<file path="src/sv/png16_pkg.sv">
// ----------------------------------------------------------------------------
// png16_pkg
// Shared types, constants and byte helpers of the 16-bit gray PNG encoder.
// ----------------------------------------------------------------------------
package png16_pkg;

	localparam int MAX_DIM_DEF   = 16384;
	localparam int BLOCK_MAX_DEF = 65535;
	localparam int DIM_W         = 15;
	localparam int COL_W         = 14;
	localparam int TOTAL_W       = 30;
	localparam int IDX_W         = 6;
	localparam int MAX_RESULTS   = 51;

	localparam logic [DIM_W-1:0] CFG_RESET   = 15'd256;
	localparam logic [16:0]      ADLER_MOD   = 17'd65521;
	localparam logic [31:0]      CRC_POLY    = 32'hEDB88320;
	localparam logic [31:0]      CRC_INIT    = 32'hFFFFFFFF;

	// last position of the header, block header and trailer phases
	localparam logic [IDX_W-1:0] HDR_LAST  = 6'd42;
	localparam logic [IDX_W-1:0] BLK_LAST  = 6'd4;
	localparam logic [IDX_W-1:0] TAIL_LAST = 6'd19;

	// raw byte slots of one pixel
	localparam logic [1:0] SLOT_FILT = 2'd0;
	localparam logic [1:0] SLOT_HI   = 2'd1;
	localparam logic [1:0] SLOT_LO   = 2'd2;

	// register indexes on the config port
	localparam logic REG_WIDTH  = 1'b0;
	localparam logic REG_HEIGHT = 1'b1;

	typedef enum logic [4:0] {
		PH_IDLE = 5'b00001,
		PH_HDR  = 5'b00010,
		PH_BLK  = 5'b00100,
		PH_RAW  = 5'b01000,
		PH_TAIL = 5'b10000
	} phase_t;

	typedef struct packed {
		logic [DIM_W-1:0]   width;
		logic [DIM_W-1:0]   height;
		logic [TOTAL_W-1:0] total;
		logic [31:0]        idat_len;
	} dim_info_t;

	typedef struct packed {
		logic       emit;
		logic [7:0] data;
		logic       last;
		logic       fend;
	} seq_out_t;

	function automatic logic [31:0] crc_byte(input logic [31:0] crc, input logic [7:0] b);
		logic [31:0] c;
		c = crc ^ {24'd0, b};
		for (int k = 0; k < 8; k++) begin
			c = c[0] ? (CRC_POLY ^ (c >> 1)) : (c >> 1);
		end
		return c;
	endfunction

	function automatic logic [7:0] be_byte(input logic [31:0] v, input logic [1:0] k);
		logic [7:0] r;
		case (k)
			2'd0:    r = v[31:24];
			2'd1:    r = v[23:16];
			2'd2:    r = v[15:8];
			default: r = v[7:0];
		endcase
		return r;
	endfunction

	function automatic logic [7:0] sig_byte(input logic [2:0] k);
		logic [7:0] r;
		case (k)
			3'd0:    r = 8'd137;
			3'd1:    r = 8'd80;
			3'd2:    r = 8'd78;
			3'd3:    r = 8'd71;
			3'd4:    r = 8'd13;
			3'd5:    r = 8'd10;
			3'd6:    r = 8'd26;
			default: r = 8'd10;
		endcase
		return r;
	endfunction

endpackage

</file>
<file path="src/sv/png16_dimcalc.sv">
// ----------------------------------------------------------------------------
// png16_dimcalc
// Latches image size, forms the raw byte count and the IDAT chunk length,
// counting stored blocks by a registered reciprocal multiplication.
// ----------------------------------------------------------------------------
module png16_dimcalc
	import png16_pkg::*;
#(
	parameter int BLOCK_MAX = BLOCK_MAX_DEF
) (
	input  logic             clk,
	input  logic             arst_n,
	input  logic             start,
	input  logic [DIM_W-1:0] w_cl,
	input  logic [DIM_W-1:0] h_cl,
	output dim_info_t        dim
);

	// floor(x / BLOCK_MAX) == (x * RECIP) >> SHIFT for every x below 2^31
	localparam int          SHIFT      = 31 + $clog2(BLOCK_MAX);
	localparam logic [63:0] RECIP_FULL = ((64'd1 << SHIFT) + 64'(BLOCK_MAX) - 64'd1)
		/ 64'(BLOCK_MAX);
	localparam logic [31:0] RECIP      = RECIP_FULL[31:0];
	localparam logic [30:0] BMAX_M1    = 31'(BLOCK_MAX - 1);

	logic [DIM_W-1:0]   w_q, h_q;
	logic [TOTAL_W-1:0] total_q;
	logic [46:0]        prod_lo_q, prod_hi_q;
	logic [31:0]        blocks_q;
	logic [31:0]        idat_q;

	logic [30:0] round_up;
	logic [62:0] prod;

	// blocks = ceil(total / BLOCK_MAX)
	assign round_up = {1'b0, total_q} + BMAX_M1;
	assign prod     = {prod_hi_q, 16'd0} + {16'd0, prod_lo_q};

	always_ff @(posedge clk or negedge arst_n) begin
		if (!arst_n) begin
			w_q       <= '0;
			h_q       <= '0;
			total_q   <= '0;
			prod_lo_q <= '0;
			prod_hi_q <= '0;
			blocks_q  <= '0;
			idat_q    <= '0;
		end else begin
			if (start) begin
				w_q     <= w_cl;
				h_q     <= h_cl;
				total_q <= TOTAL_W'(h_cl * {w_cl, 1'b1});
			end
			// products, then block count, then length settle long before the length is sent
			prod_lo_q <= {16'd0, round_up} * {31'd0, RECIP[15:0]};
			prod_hi_q <= {16'd0, round_up} * {31'd0, RECIP[31:16]};
			blocks_q  <= 32'(prod >> SHIFT);
			// six bytes of zlib header and checksum, five per stored block
			idat_q    <= 32'd6 + (blocks_q << 2) + blocks_q + {2'd0, total_q};
		end
	end

	assign dim.width    = w_q;
	assign dim.height   = h_q;
	assign dim.total    = total_q;
	assign dim.idat_len = idat_q;

endmodule

</file>
<file path="src/sv/png16_byteseq.sv">
// ----------------------------------------------------------------------------
// png16_byteseq
// Byte sequencer: walks header, stored block headers, pixel bytes and trailer,
// updating CRC-32 over the chunk bytes and Adler-32 over the raw bytes.
// ----------------------------------------------------------------------------
module png16_byteseq
	import png16_pkg::*;
#(
	parameter int BLOCK_MAX = BLOCK_MAX_DEF
) (
	input  logic        clk,
	input  logic        arst_n,
	input  logic        item_valid,
	input  logic [15:0] sample,
	input  logic        out_free,
	input  dim_info_t   dim,
	output logic        start,
	output seq_out_t    so
);

	localparam logic [15:0] BMAX = 16'(BLOCK_MAX);

	phase_t             phase_q, eph, phase_n;
	logic [IDX_W-1:0]   idx_q, eidx, idx_n;
	logic [1:0]         slot_q, eslot, slot_n;
	logic [5:0]         step_cnt_q;
	logic               hdr_done_q;
	logic [COL_W-1:0]   col_q;
	logic [15:0]        block_left_q, cur_q, adl_q, adh_q;
	logic [TOTAL_W-1:0] raw_left_q;
	logic [31:0]        crc_q;

	logic [15:0]        smp, len;
	logic [TOTAL_W-1:0] rl_dec;
	logic [15:0]        bl_dec;
	logic [7:0]         data;
	logic               into_crc, set_ones, done, last, emit;
	logic [31:0]        crc_inv, w32, h32, adler;
	logic [16:0]        lo_sum, lo_n, hi_sum, hi_n;
	logic [DIM_W-1:0]   col_inc;

	assign emit    = item_valid && out_free;
	assign smp     = (phase_q == PH_IDLE) ? sample : cur_q;
	assign len     = (raw_left_q < {14'd0, BMAX}) ? raw_left_q[15:0] : BMAX;
	assign rl_dec  = raw_left_q - TOTAL_W'(1);
	assign bl_dec  = block_left_q - 16'd1;
	assign crc_inv = ~crc_q;
	assign w32     = {17'd0, dim.width};
	assign h32     = {17'd0, dim.height};
	assign adler   = {adh_q, adl_q};
	assign col_inc = {1'b0, col_q} + DIM_W'(1);

	// where this byte sits; an idle sequencer opens a new step
	always_comb begin
		eph   = phase_q;
		eidx  = idx_q;
		eslot = slot_q;
		if (phase_q == PH_IDLE) begin
			eidx = '0;
			if (!hdr_done_q) begin
				eph   = PH_HDR;
				eslot = SLOT_FILT;
			end else begin
				eslot = (col_q == '0) ? SLOT_FILT : SLOT_HI;
				eph   = (block_left_q == 16'd0) ? PH_BLK : PH_RAW;
			end
		end
	end

	always_comb begin
		data     = 8'd0;
		into_crc = 1'b0;
		set_ones = 1'b0;
		unique case (eph)
			PH_HDR: begin
				into_crc = (eidx >= 6'd12 && eidx <= 6'd28) || (eidx >= 6'd37);
				set_ones = (eidx == 6'd11) || (eidx == 6'd32);
				case (eidx) inside
					[6'd0:6'd7]:   data = sig_byte(eidx[2:0]);
					6'd11:         data = 8'd13;
					6'd12, 6'd37:  data = 8'h49;
					6'd13:         data = 8'h48;
					6'd14, 6'd38:  data = 8'h44;
					6'd15:         data = 8'h52;
					[6'd16:6'd19]: data = be_byte(w32, eidx[1:0]);
					[6'd20:6'd23]: data = be_byte(h32, eidx[1:0]);
					6'd24:         data = 8'd16;
					6'd29:         data = crc_inv[31:24];
					6'd30:         data = crc_inv[23:16];
					6'd31:         data = crc_inv[15:8];
					6'd32:         data = crc_inv[7:0];
					6'd33:         data = dim.idat_len[31:24];
					6'd34:         data = dim.idat_len[23:16];
					6'd35:         data = dim.idat_len[15:8];
					6'd36:         data = dim.idat_len[7:0];
					6'd39:         data = 8'h41;
					6'd40:         data = 8'h54;
					6'd41:         data = 8'h78;
					6'd42:         data = 8'h01;
					default:       data = 8'd0;
				endcase
			end
			PH_BLK: begin
				into_crc = 1'b1;
				case (eidx)
					6'd0:    data = {7'd0, ({14'd0, len} == raw_left_q)};
					6'd1:    data = len[7:0];
					6'd2:    data = len[15:8];
					6'd3:    data = ~len[7:0];
					default: data = ~len[15:8];
				endcase
			end
			PH_RAW: begin
				into_crc = 1'b1;
				case (eslot)
					SLOT_FILT: data = 8'd0;
					SLOT_HI:   data = smp[15:8];
					default:   data = smp[7:0];
				endcase
			end
			PH_TAIL: begin
				into_crc = (eidx < 6'd4) || (eidx >= 6'd12 && eidx <= 6'd15);
				set_ones = (eidx == 6'd11);
				case (eidx) inside
					[6'd0:6'd3]:   data = be_byte(adler, eidx[1:0]);
					[6'd4:6'd7]:   data = be_byte(crc_inv, eidx[1:0]);
					6'd12:         data = 8'h49;
					6'd13:         data = 8'h45;
					6'd14:         data = 8'h4E;
					6'd15:         data = 8'h44;
					[6'd16:6'd19]: data = be_byte(crc_inv, eidx[1:0]);
					default:       data = 8'd0;
				endcase
			end
			PH_IDLE: data = 8'd0;
		endcase
	end

	// next position
	always_comb begin
		phase_n = eph;
		idx_n   = eidx + IDX_W'(1);
		slot_n  = eslot;
		done    = 1'b0;
		unique case (eph)
			PH_HDR: begin
				if (eidx == HDR_LAST) begin
					phase_n = PH_BLK;
					idx_n   = '0;
					slot_n  = SLOT_FILT;
				end
			end
			PH_BLK: begin
				if (eidx == BLK_LAST) begin
					phase_n = PH_RAW;
					idx_n   = '0;
				end
			end
			PH_RAW: begin
				idx_n = '0;
				if (eslot != SLOT_LO) begin
					slot_n  = eslot + 2'd1;
					phase_n = (bl_dec == 16'd0) ? PH_BLK : PH_RAW;
				end else if (rl_dec == '0) begin
					phase_n = PH_TAIL;
				end else begin
					phase_n = PH_IDLE;
					done    = 1'b1;
				end
			end
			PH_TAIL: begin
				if (eidx == TAIL_LAST) begin
					phase_n = PH_IDLE;
					done    = 1'b1;
				end
			end
			PH_IDLE: phase_n = PH_IDLE;
		endcase
	end

	// a step ends with its item, or when the per-item byte budget runs out
	assign last  = done || (step_cnt_q == 6'(MAX_RESULTS - 1));
	assign start = emit && (eph == PH_HDR) && (eidx == '0);

	// Adler-32 with a single conditional subtract per sum
	assign lo_sum = {1'b0, adl_q} + {9'd0, data};
	assign lo_n   = (lo_sum >= ADLER_MOD) ? lo_sum - ADLER_MOD : lo_sum;
	assign hi_sum = {1'b0, adh_q} + lo_n;
	assign hi_n   = (hi_sum >= ADLER_MOD) ? hi_sum - ADLER_MOD : hi_sum;

	always_ff @(posedge clk or negedge arst_n) begin
		if (!arst_n) begin
			phase_q      <= PH_IDLE;
			idx_q        <= '0;
			slot_q       <= SLOT_FILT;
			step_cnt_q   <= '0;
			hdr_done_q   <= 1'b0;
			col_q        <= '0;
			block_left_q <= '0;
			raw_left_q   <= '0;
			crc_q        <= CRC_INIT;
			adl_q        <= 16'd1;
			adh_q        <= 16'd0;
		end else if (emit) begin
			phase_q    <= phase_n;
			idx_q      <= idx_n;
			slot_q     <= slot_n;
			step_cnt_q <= last ? 6'd0 : step_cnt_q + 6'd1;
			if (into_crc) begin
				crc_q <= crc_byte(crc_q, data);
			end else if (set_ones) begin
				crc_q <= CRC_INIT;
			end
			if (eph == PH_HDR && eidx == '0) begin
				hdr_done_q   <= 1'b1;
				col_q        <= '0;
				block_left_q <= '0;
				adl_q        <= 16'd1;
				adh_q        <= 16'd0;
			end
			if (eph == PH_HDR && eidx == HDR_LAST) begin
				raw_left_q <= dim.total;
			end
			if (eph == PH_BLK && eidx == BLK_LAST) begin
				block_left_q <= len;
			end
			if (eph == PH_RAW) begin
				adl_q        <= lo_n[15:0];
				adh_q        <= hi_n[15:0];
				block_left_q <= bl_dec;
				raw_left_q   <= rl_dec;
				if (eslot == SLOT_LO) begin
					col_q <= (col_inc >= dim.width) ? '0 : col_inc[COL_W-1:0];
				end
			end
			if (eph == PH_TAIL && eidx == TAIL_LAST) begin
				hdr_done_q <= 1'b0;
			end
		end
	end

	always_ff @(posedge clk) begin
		if (emit && phase_q == PH_IDLE) begin
			cur_q <= sample;
		end
	end

	assign so.emit = emit;
	assign so.data = data;
	assign so.last = last;
	assign so.fend = (eph == PH_TAIL) && (eidx == TAIL_LAST);

endmodule

</file>
<file path="src/sv/png_gray16_stored_encoder.sv">
// ----------------------------------------------------------------------------
// png_gray16_stored_encoder
// Streams a complete 16-bit grayscale PNG file, one byte per output item,
// from gray samples in raster order, using stored deflate blocks.
// ----------------------------------------------------------------------------
// Each item waits in the input register; its bytes go out registered.
// Throughput: one output byte per cycle unless stalled; a pixel yields 2
//   bytes (3 at a row start, +5 at a stored block boundary, +43 for the
//   first pixel of an image and +20 for the last). An item yields at most
//   51 bytes; the rest follow on the next item, whose sample is then dropped.
// Reset: arst_n clears all control state; width and height return to 256.
// ----------------------------------------------------------------------------
module png_gray16_stored_encoder
	import png16_pkg::*;
#(
	parameter int MAX_DIM   = MAX_DIM_DEF,
	parameter int BLOCK_MAX = BLOCK_MAX_DEF
) (
	input  logic        clk,
	input  logic        arst_n,
	// sample channel
	input  logic        in_valid,
	output logic        in_ready,
	input  logic [15:0] sample,
	// byte channel
	output logic        out_valid,
	input  logic        out_ready,
	output logic [7:0]  out_byte,
	output logic        run_last,
	output logic        file_end,
	// config port
	input  logic        psel,
	input  logic        penable,
	input  logic        pwrite,
	input  logic [2:0]  paddr,
	input  logic [31:0] pwdata,
	output logic [31:0] prdata,
	output logic        pready
);

	localparam logic [DIM_W-1:0] DIM_MAX = DIM_W'(MAX_DIM);

	logic [DIM_W-1:0] cfg_w_q, cfg_h_q, w_cl, h_cl;
	logic             in_valid_q;
	logic [15:0]      in_sample_q;
	logic             out_valid_q, run_last_q, file_end_q;
	logic [7:0]       out_byte_q;
	logic             out_free, start;
	dim_info_t        dim;
	seq_out_t         so;

	// Config registers: written on the access phase, read back zero-extended.
	assign pready = 1'b1;
	assign prdata = (paddr[2] == REG_HEIGHT) ? {17'd0, cfg_h_q} : {17'd0, cfg_w_q};

	always_ff @(posedge clk or negedge arst_n) begin
		if (!arst_n) begin
			cfg_w_q <= CFG_RESET;
			cfg_h_q <= CFG_RESET;
		end else if (psel && penable && pwrite) begin
			if (paddr[2] == REG_WIDTH) begin
				cfg_w_q <= pwdata[DIM_W-1:0];
			end else begin
				cfg_h_q <= pwdata[DIM_W-1:0];
			end
		end
	end

	// Zero counts as one, anything above the limit as the limit.
	assign w_cl = (cfg_w_q == '0) ? DIM_W'(1) : ((cfg_w_q > DIM_MAX) ? DIM_MAX : cfg_w_q);
	assign h_cl = (cfg_h_q == '0) ? DIM_W'(1) : ((cfg_h_q > DIM_MAX) ? DIM_MAX : cfg_h_q);

	// Input register: free again once the item's final byte goes out.
	assign in_ready = !in_valid_q || (so.emit && so.last);

	always_ff @(posedge clk or negedge arst_n) begin
		if (!arst_n) begin
			in_valid_q <= 1'b0;
		end else if (in_ready) begin
			in_valid_q <= in_valid;
		end
	end

	always_ff @(posedge clk) begin
		if (in_valid && in_ready) begin
			in_sample_q <= sample;
		end
	end

	png16_dimcalc #(
		.BLOCK_MAX(BLOCK_MAX)
	) u_dimcalc (
		.clk   (clk),
		.arst_n(arst_n),
		.start (start),
		.w_cl  (w_cl),
		.h_cl  (h_cl),
		.dim   (dim)
	);

	png16_byteseq #(
		.BLOCK_MAX(BLOCK_MAX)
	) u_byteseq (
		.clk       (clk),
		.arst_n    (arst_n),
		.item_valid(in_valid_q),
		.sample    (in_sample_q),
		.out_free  (out_free),
		.dim       (dim),
		.start     (start),
		.so        (so)
	);

	// Output register: advance when it is empty or the consumer takes the held byte.
	assign out_free = !out_valid_q || out_ready;

	always_ff @(posedge clk or negedge arst_n) begin
		if (!arst_n) begin
			out_valid_q <= 1'b0;
		end else if (out_free) begin
			out_valid_q <= so.emit;
		end
	end

	always_ff @(posedge clk) begin
		if (so.emit) begin
			out_byte_q <= so.data;
			run_last_q <= so.last;
			file_end_q <= so.fend;
		end
	end

	assign out_valid = out_valid_q;
	assign out_byte  = out_byte_q;
	assign run_last  = run_last_q;
	assign file_end  = file_end_q;

endmodule

</file>
<file path="config.mk">
export PLATFORM = sky130hd
export DESIGN_NAME = png_gray16_stored_encoder
export DESIGN_NICKNAME = d
export VERILOG_FILES = /design/src/sv/png16_pkg.sv /design/src/sv/png16_dimcalc.sv /design/src/sv/png16_byteseq.sv /design/src/sv/png_gray16_stored_encoder.sv
export SDC_FILE = /design/constraint.sdc
export NUM_CORES = 2
export LEC_CHECK = 0
export BUFFER_PORTS_ARGS = -buffer_cell sky130_fd_sc_hd__buf_2
export CORE_MARGIN = 2
export CORE_UTILIZATION = 25
export DETAILED_ROUTE_END_ITERATION = 7
export MAX_ROUTING_LAYER = met4
export SYNTH_ARGS = -nofsm -noshare
export SYNTH_HDL_FRONTEND = slang
export SYNTH_HIERARCHICAL = 1
export SYNTH_SLANG_ARGS = --single-unit
</file>
<file path="constraint.sdc">
create_clock -name clk -period 9.6 [get_ports clk]
set_input_delay 1.92 -clock clk [delete_from_list [all_inputs] [get_ports clk]]
set_output_delay 1.92 -clock clk [all_outputs]
set_load 0.005 [all_outputs]
</file>
==> After elaboration in Yosys (flattened, before gate mapping) <==
Cells that the tools add are included.
Widths: inputs -> output; s select.
{ "classes": {"n_addsub": 15, "n_mul": 2, "magnitude_cmp": 19, "n_eq_ne": 43, "n_mux": 96, "bitwise": 13, "reduce_logical": 53} }
{ "ops": {"columns": ["cell", "count"], "rows": [
  ["$mux 32", 10],
  ["$mux 8", 24],
  ["$mux 16", 9],
  ["$not 13->14", 8],
  ["$mux 15", 5],
  ["$eq 6x6->1 const B", 12],
  ["$add 62x47->63", 1],
  ["$mux 30", 2],
  ["$mux 14", 4],
  ["$pmux 8 s2", 3],
  ["$pmux 8 s3", 2],
  ["$pmux 8 s6", 1],
  ["$mul 31x16->47 const B", 1],
  ["$pmux 8 s5", 1],
  ["$mux 5", 7],
  ["$ge 17x16->1 const B", 2],
  ["$add 32x16->32", 1],
  ["$add 32x30->32", 1],
  ["$logic_not 16->1", 2],
  ["$not 32->32", 1],
  ["$pmux 8 s4", 1],
  ["$xor 32x8->32", 1],
  ["$add 30x16->31 const B", 1],
  ["$eq 16x30->1", 1],
  ["66 further kinds", 140]
]} }
{ "totals": {"regBits": 404, "input_bits": 58, "output_inout_bits": 45, "wordCells": 268} }

==> Depth between registers and ports, before layout <==
{ "depth": {"depth_word": 43, "mapped_depth": 46, "ltp_nobuf": 39} }

==> Hierarchy <==
The synthesis kept the hierarchy.
{ "modules_own_cells": {"columns": ["mod", "n_inst", "cells_each", "area_per_inst_um2", "seq_area_each_um2"], "rows": [
  ["png16_dimcalc", 1, 1573, 16056.6, 3828.7],
  ["png16_byteseq", 1, 1908, 15297.2, 4126.5],
  ["png_gray16_stored_encoder", 1, 177, 2632.5, 1584.0]
]} }

==> Least setup slack after synthesis <==
Ideal clock, no wire load.
{ "synth_path": {"path_type": "reg2reg", "from": "register u_byteseq.phase_q[3]", "to": "register u_byteseq.adh_q[8]", "setup_ns": 0.122, "arrival_time_ns": 9.389, "required_time_ns": 9.478, "path_slack_ns": 0.090, "path_stages_with_launch": 41, "n_path_buf": 8, "cell_sequence": "dfrtp_1 -> buf_2 -> nor3_2 -> nand2_1 -> clkbuf_1 -> buf_1 -> clkbuf_1 -> nand2_1 -> inv_1 -> ha_1 -> clkbuf_1 -> clkbuf_1 -> buf_1 -> o21ai_0 -> a311o_1 -> a311o_2 -> ha_1 -> inv_1 -> [5 not listed] -> a21oi_1 -> a2bb2oi_1 -> o21ai_0 -> a31oi_1 -> mux2_2 -> fa_1 -> nand3b_1 -> a21oi_1 -> o21a_1 -> o41a_1 -> xor2_1 -> nand4_1 -> nor4b_1 -> o2111ai_1 -> nand3_1 -> clkbuf_1 -> nand3_1 -> a32o_1"} }
{ "synth_lines": {"columns": ["item", "line_no", "rtl"], "rows": [
  ["start, declared", "png16_byteseq.sv:23", "phase_t phase_q, eph, phase_n;"],
  ["start signal, assigned", "png16_byteseq.sv:205", "phase_q <= phase_n;"],
  ["end signal, assigned", "png16_byteseq.sv:229", "adh_q <= hi_n[15:0];"],
  ["end, declared", "png16_byteseq.sv:29", "logic [15:0] block_left_q, cur_q, adl_q, adh_q;"]
]} }

==> summary.txt <==
Route
  – Final wirelength: 99700 um
  – Initial DRC Count: 2300
  – Post-route ant nets: 0
  – Vias: 27800
  – DRC viols: 0
  – WL/cell: 18.0 um
  – DRT Pass-1 Iters: 7
  – Vias per cell: 5.03

Floorplanning
  – Die width: 373 um
  – CORE AREA: 135000 um^2
  – I/O pin cnt: 103
  – Full die area: 139000 um^2
  – Cell Rows: 135
  – Initial Util: 25.2%
  – Die Ht: 373 um

Clocking
  – CTS Root Cell: clkbuf_16
  – Clock sinks: 371
  – CTS max path bufs: 3
  – CTS tree: yes
  – Worst skew pair latency: 610 ps
  – CTS buffer count: 46
  – Clk slew on worst S/H paths: 60 ps
  – H-tree depth: 2

Yosys
  – Synthesis Warnings: 6
  – Post-Syn Area per Cell: 9.29 um^2
  – Seq cells post-synth: 371
  – EDFF count, synth: 42
  – Seq/Total Area, Yosys: 28.1%
  – Synth cell types: 121
  – Mapped Area: 34000 um^2
  – Synth Flop Type: dfrtp_1
  – Synth async-reset ratio: 88.7%
  – Post-Syn Instances: 3658

Global routing
  – First-pass GRT wire length: 159000 um
  – Vias in the first global route: 27900
  – Largest net degree at the start of global routing: 114
  – Total global routing overflow: 0
  – Total GRT Usage: 14.5%
  – Antenna violations before repair: 0

Setup path
  – Worst path arrival time: 9610 ps
  – Buf+Inv Stages, Crit Path: 5
  – Max FO, Critical Path: 27
  – Cell mode on critical path: ha_1
  – Data required time of the critical path: 10120 ps
  – CP startpoint kind: register
  – Worst path max stage delay: 580 ps
  – Crit path kind: reg2reg
  – CP delay by family, top: simple AND/OR/NAND/NOR gates
  – CP Capture Type: register
  – Worst-path cell with the longest stage delay: dfstp_2

STA
  – Relative slew margins: 15.6%
  – Fin crit share: 94.7%
  – Setup Skew: 34.3 ps
  – Setup TNS: 0 ps
  – Final setup fails: 0
  – Fmax: 110 MHz
  – Minimum clock period after layout: 9090 ps
  – Actual slew at the worst max-slew pin: 1250 ps
  – Fin. Hold Viols: 0
  – Max Slew Vio Count: 0

Final layout
  – Area taken by multi-input logic gates: 22600 um^2
  – Final Instance Area: 38700 um^2
  – Nets: 4224
  – Final std cells w/o fill: 5533
  – Antenna Diode Count: 0
  – Final cell utilization of the core: 28.6%
  – Sequential cell area: 9540 um^2
  – Layout fillers: 14200
  – Layout overhead on the synthesized area: 13.8%
  – Layout cells sized above 1: 14.6%

Hold path
  – Hold WC Path Type: reg2reg

Flow run
  – Number of max-cap violations: 0

Place
  – Placed cell areas: 36700 um^2
  – DP Wirelength: 73700 um
  – Port bufs: 65
  – Post-placement cell count: 5438
  – Gp weighted congestion: 0.964

Status
  – Status: completed
-- final timing paths --
| check | startpoint | endpoint | slack, ps | depth (start not counted) |
|---|---|---|---|---|
| max in group asynchronous | arst_n | u_byteseq/block_left_q[3] | 6240 | 3 |
| setup reg to reg | u_byteseq/phase_q[0] | u_byteseq/adh_q[7] | 510 | 39 |
| min in group asynchronous | arst_n | u_byteseq/col_q[8] | 1340 | 1 |
| hold / removal | in_sample_q[0] | u_byteseq/cur_q[0] | 420 | 0 |
| hold reg to reg | in_sample_q[0] | u_byteseq/cur_q[0] | 420 | 0 |
| setup / recovery | u_byteseq/phase_q[0] | u_byteseq/adh_q[7] | 510 | 39 |
-- layout make-up --
cell class                 instances  share of cell area (%)
inverter                         303                    2.94
sequential                       371                    24.7
clock inverter                    26                    1.12
tap                             1781                    5.76
timing repair buffer             205                    3.77
multi-input combinational       2789                    58.5
clock buffer                      58                    3.28
-- state kept, by name, summed over array words and instances (netlist names), 8 cells and up --
register and cells:
u_byteseq/adl_q 16, u_dimcalc/blocks_q 16, u_byteseq/cur_q 16, u_dimcalc/w_q 15, u_dimcalc/total_q 29, u_dimcalc/prod_lo_q 31, u_byteseq/block_left_q 16, u_byteseq/crc_q 32
u_byteseq/adh_q 16, u_dimcalc/idat_q 31, cfg_w_q 15, in_sample_q 16, cfg_h_q 15, u_dimcalc/prod_hi_q 16, u_byteseq/col_q 14, u_dimcalc/h_q 15
out_byte 8, u_byteseq/raw_left_q 30
-- cells in the final DEF, fill, tap and decap left out, drive strengths merged, types with 21 or more instances in the layout --
| cell | n |
|---|---|
| a211oi | 24 |
| a21o | 44 |
| a21oi | 188 |
| a22o | 23 |
| a31oi | 59 |
| and2 | 167 |
| and3 | 39 |
| buf | 204 |
| clkbuf | 59 |
| dfrtp | 293 |
| dfstp | 36 |
| edfxtp | 42 |
| fa | 196 |
| ha | 254 |
| inv | 303 |
| mux2 | 96 |
| nand2 | 279 |
| nand2b | 40 |
| nand3 | 84 |
| nand4 | 51 |
| nor2 | 217 |
| nor2b | 51 |
| nor3 | 93 |
| nor4 | 40 |
| o211ai | 30 |
| o21a | 24 |
| o21ai | 169 |
| o22ai | 22 |
| o31ai | 21 |
| or3 | 22 |
| xnor2 | 137 |
| xor2 | 77 |
-- Yosys cell counts (72+ instances only) --
| cell type | count | area share (%) |
|---|---|---|
| inv_1 | 298 | 3.3 |
| dfrtp_1 | 293 | 22 |
| nand2_1 | 278 | 3.1 |
| ha_1 | 254 | 9.4 |
| nor2_1 | 215 | 2.4 |
| fa_1 | 196 | 12 |
| a21oi_1 | 187 | 2.8 |
| and2_1 | 166 | 3.1 |
| o21ai_0 | 158 | 2.3 |
| xnor2_1 | 127 | 3.3 |
| clkbuf_1 | 126 | 1.4 |
| nor3_1 | 87 | 1.3 |
| mux2_2 | 86 | 2.8 |
| nand3_1 | 84 | 1.2 |
| xor2_1 | 72 | 1.9 |
-- metrics by stage --
stage | hold WS, ps | setup WS [ps]
finish | 416 | 510
global route | 429 | -22.8
CTS | 416 | 11.7
detailed placement | 405 | 90.2
global placement | 407 | 148
floorplan | 400 | 89.9
-- cell families after synthesis --
family,Yosys count,synth area share [%]
XOR/XNOR,220,6.45
multiplexers,113,3.79
AND/OR/NAND/NOR,1185,18.4
flip-flops,371,28.1
other,3,0.0331
adder cells (fa/ha/maj),450,20.9
AO/OA/AOI/OAI,801,16.0
buffers and inverters,515,6.33
-- metal layers --
metal  vias up  part of all wire (%)  track usage [%]
met3       207                   5.1             1.57
li1      13000                     -                -
met1     13800                    45             19.1
met4         0                   3.6             4.84
met2       857                    46             23.1
met5         -                     0                -
-- worst reg2reg max path: cells and delay by family (launching register included) --
kind | cells | cell delay, ps
buffers and inverters | 5 | 690
DFF | 1 | 580
and+or+nand+nor | 13 | 3110
adders and majority gates | 4 | 1040
AOI/OAI and AO/OA | 14 | 2860
xor gates and xnor gates | 3 | 730
-- timing repair --
item	in CTS	in global routing
buffers inserted	0	10
hold endpoints to repair	0	0
endpoints found under the setup margin	0	16
hold buffers	0	0
resized for setup	0	37
Power is left out: the tool's default activity adds up to more than one toggle a clock period on the data nets, which glitch-free logic cannot reach.
